File: src/design/rhsm_pkg.sv
// Shared constants, types and modular-arithmetic helpers for the rolling hash matcher.
package rhsm_pkg;

	// Sizes
	localparam int unsigned MAX_PATTERN = 256;
	localparam int unsigned MAX_TEXT    = 1048576;
	localparam int LEN_W  = $clog2(MAX_PATTERN + 1);
	localparam int POS_W  = $clog2(MAX_TEXT + 1);
	localparam int SLOT_W = $clog2(MAX_PATTERN);
	localparam int HASH_W = 30;
	localparam int WIDE_W = 39;

	typedef logic [7:0]        byte_t;
	typedef logic [LEN_W-1:0]  len_t;
	typedef logic [POS_W-1:0]  pos_t;
	typedef logic [SLOT_W-1:0] slot_t;
	typedef logic [HASH_W-1:0] hash_t;
	typedef logic [WIDE_W-1:0] wide_t;

	// Hash constants
	localparam hash_t       HASH_MOD  = 30'd1000000009;
	localparam logic [8:0]  HASH_BASE = 9'd311;
	localparam logic [31:0] MOD_X1    = 32'(HASH_MOD);
	localparam logic [31:0] MOD_X2    = 32'(64'(HASH_MOD) * 64'd2);
	localparam logic [31:0] MOD_X3    = 32'(64'(HASH_MOD) * 64'd3);

	// Fold tables: weight of the bits above bit 29, already reduced mod p
	typedef logic [15:0][HASH_W-1:0] fold_lo_t;
	typedef logic [31:0][HASH_W-1:0] fold_hi_t;

	function automatic fold_lo_t make_fold_lo();
		fold_lo_t t;
		for (int k = 0; k < 16; k++) begin
			t[k] = HASH_W'((64'(k) << 30) % 64'(HASH_MOD));
		end
		return t;
	endfunction

	function automatic fold_hi_t make_fold_hi();
		fold_hi_t t;
		for (int k = 0; k < 32; k++) begin
			t[k] = HASH_W'((64'(k) << 34) % 64'(HASH_MOD));
		end
		return t;
	endfunction

	localparam fold_lo_t FOLD_LO = make_fold_lo();
	localparam fold_hi_t FOLD_HI = make_fold_hi();

	// v mod p for any 39-bit v: fold high bits through tables, then up to 3p off
	function automatic hash_t reduce_mod(wide_t v);
		logic [31:0] s;
		hash_t       r;
		s = 32'(v[29:0]) + 32'(FOLD_LO[v[33:30]]) + 32'(FOLD_HI[v[38:34]]);
		if (s >= MOD_X3) begin
			r = HASH_W'(s - MOD_X3);
		end else if (s >= MOD_X2) begin
			r = HASH_W'(s - MOD_X2);
		end else if (s >= MOD_X1) begin
			r = HASH_W'(s - MOD_X1);
		end else begin
			r = HASH_W'(s);
		end
		return r;
	endfunction

	// (x * base + add) mod p, x < p, add <= p + 255
	function automatic hash_t mac_mod(hash_t x, logic [HASH_W:0] add);
		return reduce_mod(wide_t'(x) * wide_t'(HASH_BASE) + wide_t'(add));
	endfunction

endpackage

File: src/design/rhsm_delay_line.sv
// Text byte delay line: circular RAM, one write and one registered read per cycle.
module rhsm_delay_line import rhsm_pkg::*; (
	input  logic  clk,
	input  logic  wr_en,
	input  slot_t wr_addr,
	input  byte_t wr_data,
	input  logic  rd_en,
	input  slot_t rd_addr,
	output byte_t rd_data
);

	byte_t mem [MAX_PATTERN];

	// Read returns the old entry when both ports hit the same slot
	always_ff @(posedge clk) begin
		if (wr_en) begin
			mem[wr_addr] <= wr_data;
		end
		if (rd_en) begin
			rd_data <= mem[rd_addr];
		end
	end

endmodule

File: config.mk
export PLATFORM = sky130hd
export DESIGN_NAME = rhsm_delay_line
export DESIGN_NICKNAME = d
export VERILOG_FILES = /design/src/design/rhsm_pkg.sv /design/src/design/rhsm_delay_line.sv
export SDC_FILE = /design/constraint.sdc
export NUM_CORES = 2
export LEC_CHECK = 0
export BUFFER_PORTS_ARGS = -buffer_cell sky130_fd_sc_hd__buf_2
export CAP_MARGIN = 10
export CORE_UTILIZATION = 40
export CTS_CLUSTER_DIAMETER = 150
export DETAILED_ROUTE_END_ITERATION = 12
export SLEW_MARGIN = 15
export SYNTH_ARGS = -nofsm -noshare
export SYNTH_HDL_FRONTEND = slang
export SYNTH_SLANG_ARGS = --single-unit
export TNS_END_PERCENT = 10
File: constraint.sdc
create_clock -name clk -period 2.9 [get_ports clk]
set_input_delay 0.435 -clock clk [delete_from_list [all_inputs] [get_ports clk]]
set_output_delay 0.435 -clock clk [all_outputs]
set_load 0.005 [all_outputs]
==> results by group <==
Outcome
  • Status: finished, final reports clean

Hold path
  • Hold Path Sink: mem[94][5]$_DFFE_PP_
  • WHS Path Cells: 1
  • Hold Path Origin: wr_data[5]
  • Min-delay worst type: in2reg

Route
  • Detail Route Antenna Nets: 0
  • Met1 wire length: 84.9 mm
  • Via density per instance: 5.64
  • Met3 Routed Length: 17.3 mm
  • DRC errors left: 0
  • Top sig layer: met5
  • Vias: 40600
  • Routed length per instance: 28.4 µm
  • DRT Pass-1 Iters: 6
  • Detailed Route WL: 205 mm
  • DR iter-0 viols: 4817
  • Routed met2 length: 96.9 mm

STA
  • Final setup TNS: 0 ns
  • Min Clock Period, post-route: 2.79 ns
  • Final worst setup slack: 0.109 ns
  • Setup Skew: 0.0402 ns
  • Highest clock rate: 0.358 GHz
  • Tightest hold margin: 0.0278 ns
  • Slew margin rel.: 29.6%
  • Slew Limit Fails: 0
  • Tcrit/Tclk final: 96.2%
  • Final Hold Viols: 0
  • Worst slew pin tran: 1.03 ns
  • RSZ-0062 raised after global routing: no
  • Final setup fails: 0

Synthesis
  • Synth area leader: edfxtp_1
  • Post-synth EDFFs: 2056
  • Post-synth cell types: 54
  • Syn Nets: 3760
  • Top cells by area, synth: edfxtp_1, mux4_2, mux2i_1
  • Mapped Area: 79600 µm²
  • Yosys warning count: 0
  • Syn_area_per_cell: 21.3 µm²
  • Number of synthesized register bits: 2056
  • Post-synth top area share: 77.5%
  • Sequential-to-total area share from yosys stat: 77.5%
  • Async SR Flop Fraction: 0%
  • Synth Instances: 3733
  • Prevailing post-synth register cell: edfxtp_1

Die
  • Core area: 198000 µm²
  • Num ports: 35
  • Die ar.: 201000 µm²
  • Initial core utilization: 40.3%
  • Row count: 163
  • Die Y: 448 µm
  • DIE WIDTH: 448 µm

Clock network
  • Clock-pin slew on the worst setup and hold paths: 0.06 ns
  • CTS tree: done
  • CTS Buf Count: 200
  • Clk root buf: clkbuf_16
  • CTS Buffer Depth: 3
  • H-tree Lvls: 4
  • Post-CTS Setup Repair Bufs: 0
  • Insertion delay to the later sink of the worst-skew pair: 0.85 ns
  • Clock Sinks: 2056

Global routing
  • Grt total ovfl: 0
  • Global-route wire length before repair: 294 mm
  • Vias in the first global route: 40700
  • Largest net degree at the start of global routing: 95
  • Antenna violations before repair: 11
  • Total Routing Usage GR: 20.4%

Critical path
  • Setup CP Type: in2reg
  • Reg2reg start: mem[80][2]$_DFFE_PP_
  • Critical Path End Type: register
  • R2R Path End: rd_data[2]$_DFFE_PP_
  • CP Data Required Time: 3.50 ns
  • R2r setup slk: 0.16 ns
  • Crit path DAT: 3.39 ns
  • Worst-path maximum fanout: 27
  • Worst Reg-to-Reg Cells: 5
  • CP startpoint kind: primary input

Cells and area
  • Share of cells above drive strength 1: 31.8%
  • Commonest non-fill, non-tap cell in the layout: edfxtp_1
  • Commonest non-fill, non-tap cells in the layout: edfxtp_1, buf_4, mux4_2, nor2_1, clkbuf_16
  • Layout Nets: 4421
  • Area Growth Syn to Fin: 18.1%

Place
  • Dpl ws: -0.720 ns
  • HPWL Detailed: 134 mm
  • Gpl congestion: 0.857
  • I/O Buffers: 34

Power and ir drop
  • Pwr dens: 650 nW/µm²
  • Pleak: 30.2 nW
  • Worst IR Drop VDD: 0.000565 V
  • Total power draw: 61.2 mW

Job
  • Max Cap Viol: 0
-- kinds of logic (layout without fill, tap and decap cells) --
family,count (synthesis),after routing,share of synthesized area (%)
buf+inv,235,1059,1.83
compound gates,385,385,3.42
flops,2056,2056,77.5
other cells,0,6,0
simple gates,466,466,2.63
mux,591,591,14.6
-- synth_stat cells, drive strengths merged, types with 22 or more instances --
cell type and instances:
a21oi 96, a22oi 133, buf 122, clkbuf 111, edfxtp 2056, mux2i 134, mux4 456, nand2 33
nand3 34, nor2 282, nor2b 31, nor3 22, nor4 27, o221ai 47, o22ai 28
-- how the worst max path moves through the flow --
| stage | startpoint | to | slack, ns | cells past startpoint |
|---|---|---|---|---|
| after floorplan | rd_addr[0] | rd_data[2]$_DFFE_PP_ | 0.39 | 9 |
| after global placement | rd_addr[0] | rd_data[2]$_DFFE_PP_ | -0.82 | 7 |
| after detailed placement | rd_addr[0] | rd_data[0]$_DFFE_PP_ | -0.72 | 7 |
| after CTS | mem[77][7]$_DFFE_PP_ | rd_data[7]$_DFFE_PP_ | 0.11 | 8 |
| after global routing | rd_addr[0] | rd_data[7]$_DFFE_PP_ | 0.06 | 11 |
| final | rd_addr[0] | rd_data[7]$_DFFE_PP_ | 0.11 | 11 |
-- critical path: stages --
cell	delay, ns
buf_8	0.20
buf_4	0.22
buf_12	0.24
buf_4	0.24
mux4_2	0.50
o22ai_1	0.17
nor3_1	0.06
buf_4	0.19
nor4_1	0.75
buf_4	0.25
nor4_1	0.05
-- layer usage --
layer  GRT usage, %  up-vias
li1               -    17100
met1           28.9    21600
met2           32.0     1719
met3           4.28      279
met4           6.01        2
met5              0        -
-- repair_timing --
action,CTS,global route
setup endpoints to repair,1,1
endpoints found under the hold margin,8,0
pin swaps,0,0
resized for setup,1,1
hold buffers,1,0
-- per-stage QoR --
step	cell area (µm²)	instances	util, %
2_1_floorplan	79600	3733	-
3_3_place_gp	87800	6831	44.4
3_5_place_dp	87800	6831	44.4
4_1_cts	94100	7197	47.6
5_1_grt	94100	7200	47.6
6_report	94100	7203	47.6
-- sequential cells by signal (all words and copies together), names as in the netlist --
register / cells
mem: 2048
rd_data: 8
-- power breakdown --
part           switching [mW]  internal, mW  total (mW)
combinational            2.05          1.36        3.41
sequential             0.0413          32.8        32.8
clock                    11.2          13.8        25.0
-- cell type report --
class                           count  area, µm²
Antenna cell                        6       15.0
Clock buffer                      238       5150
Clock inverter                    127       1120
Fill cell                       16100     104000
Inverter                            2       7.51
Multi-Input combinational cell   1442      16500
Sequential cell                  2056      61700
Tap cell                         2640       3300
Timing Repair Buffer              692       6210
No activity file was read; power rests on OpenSTA's default activity.
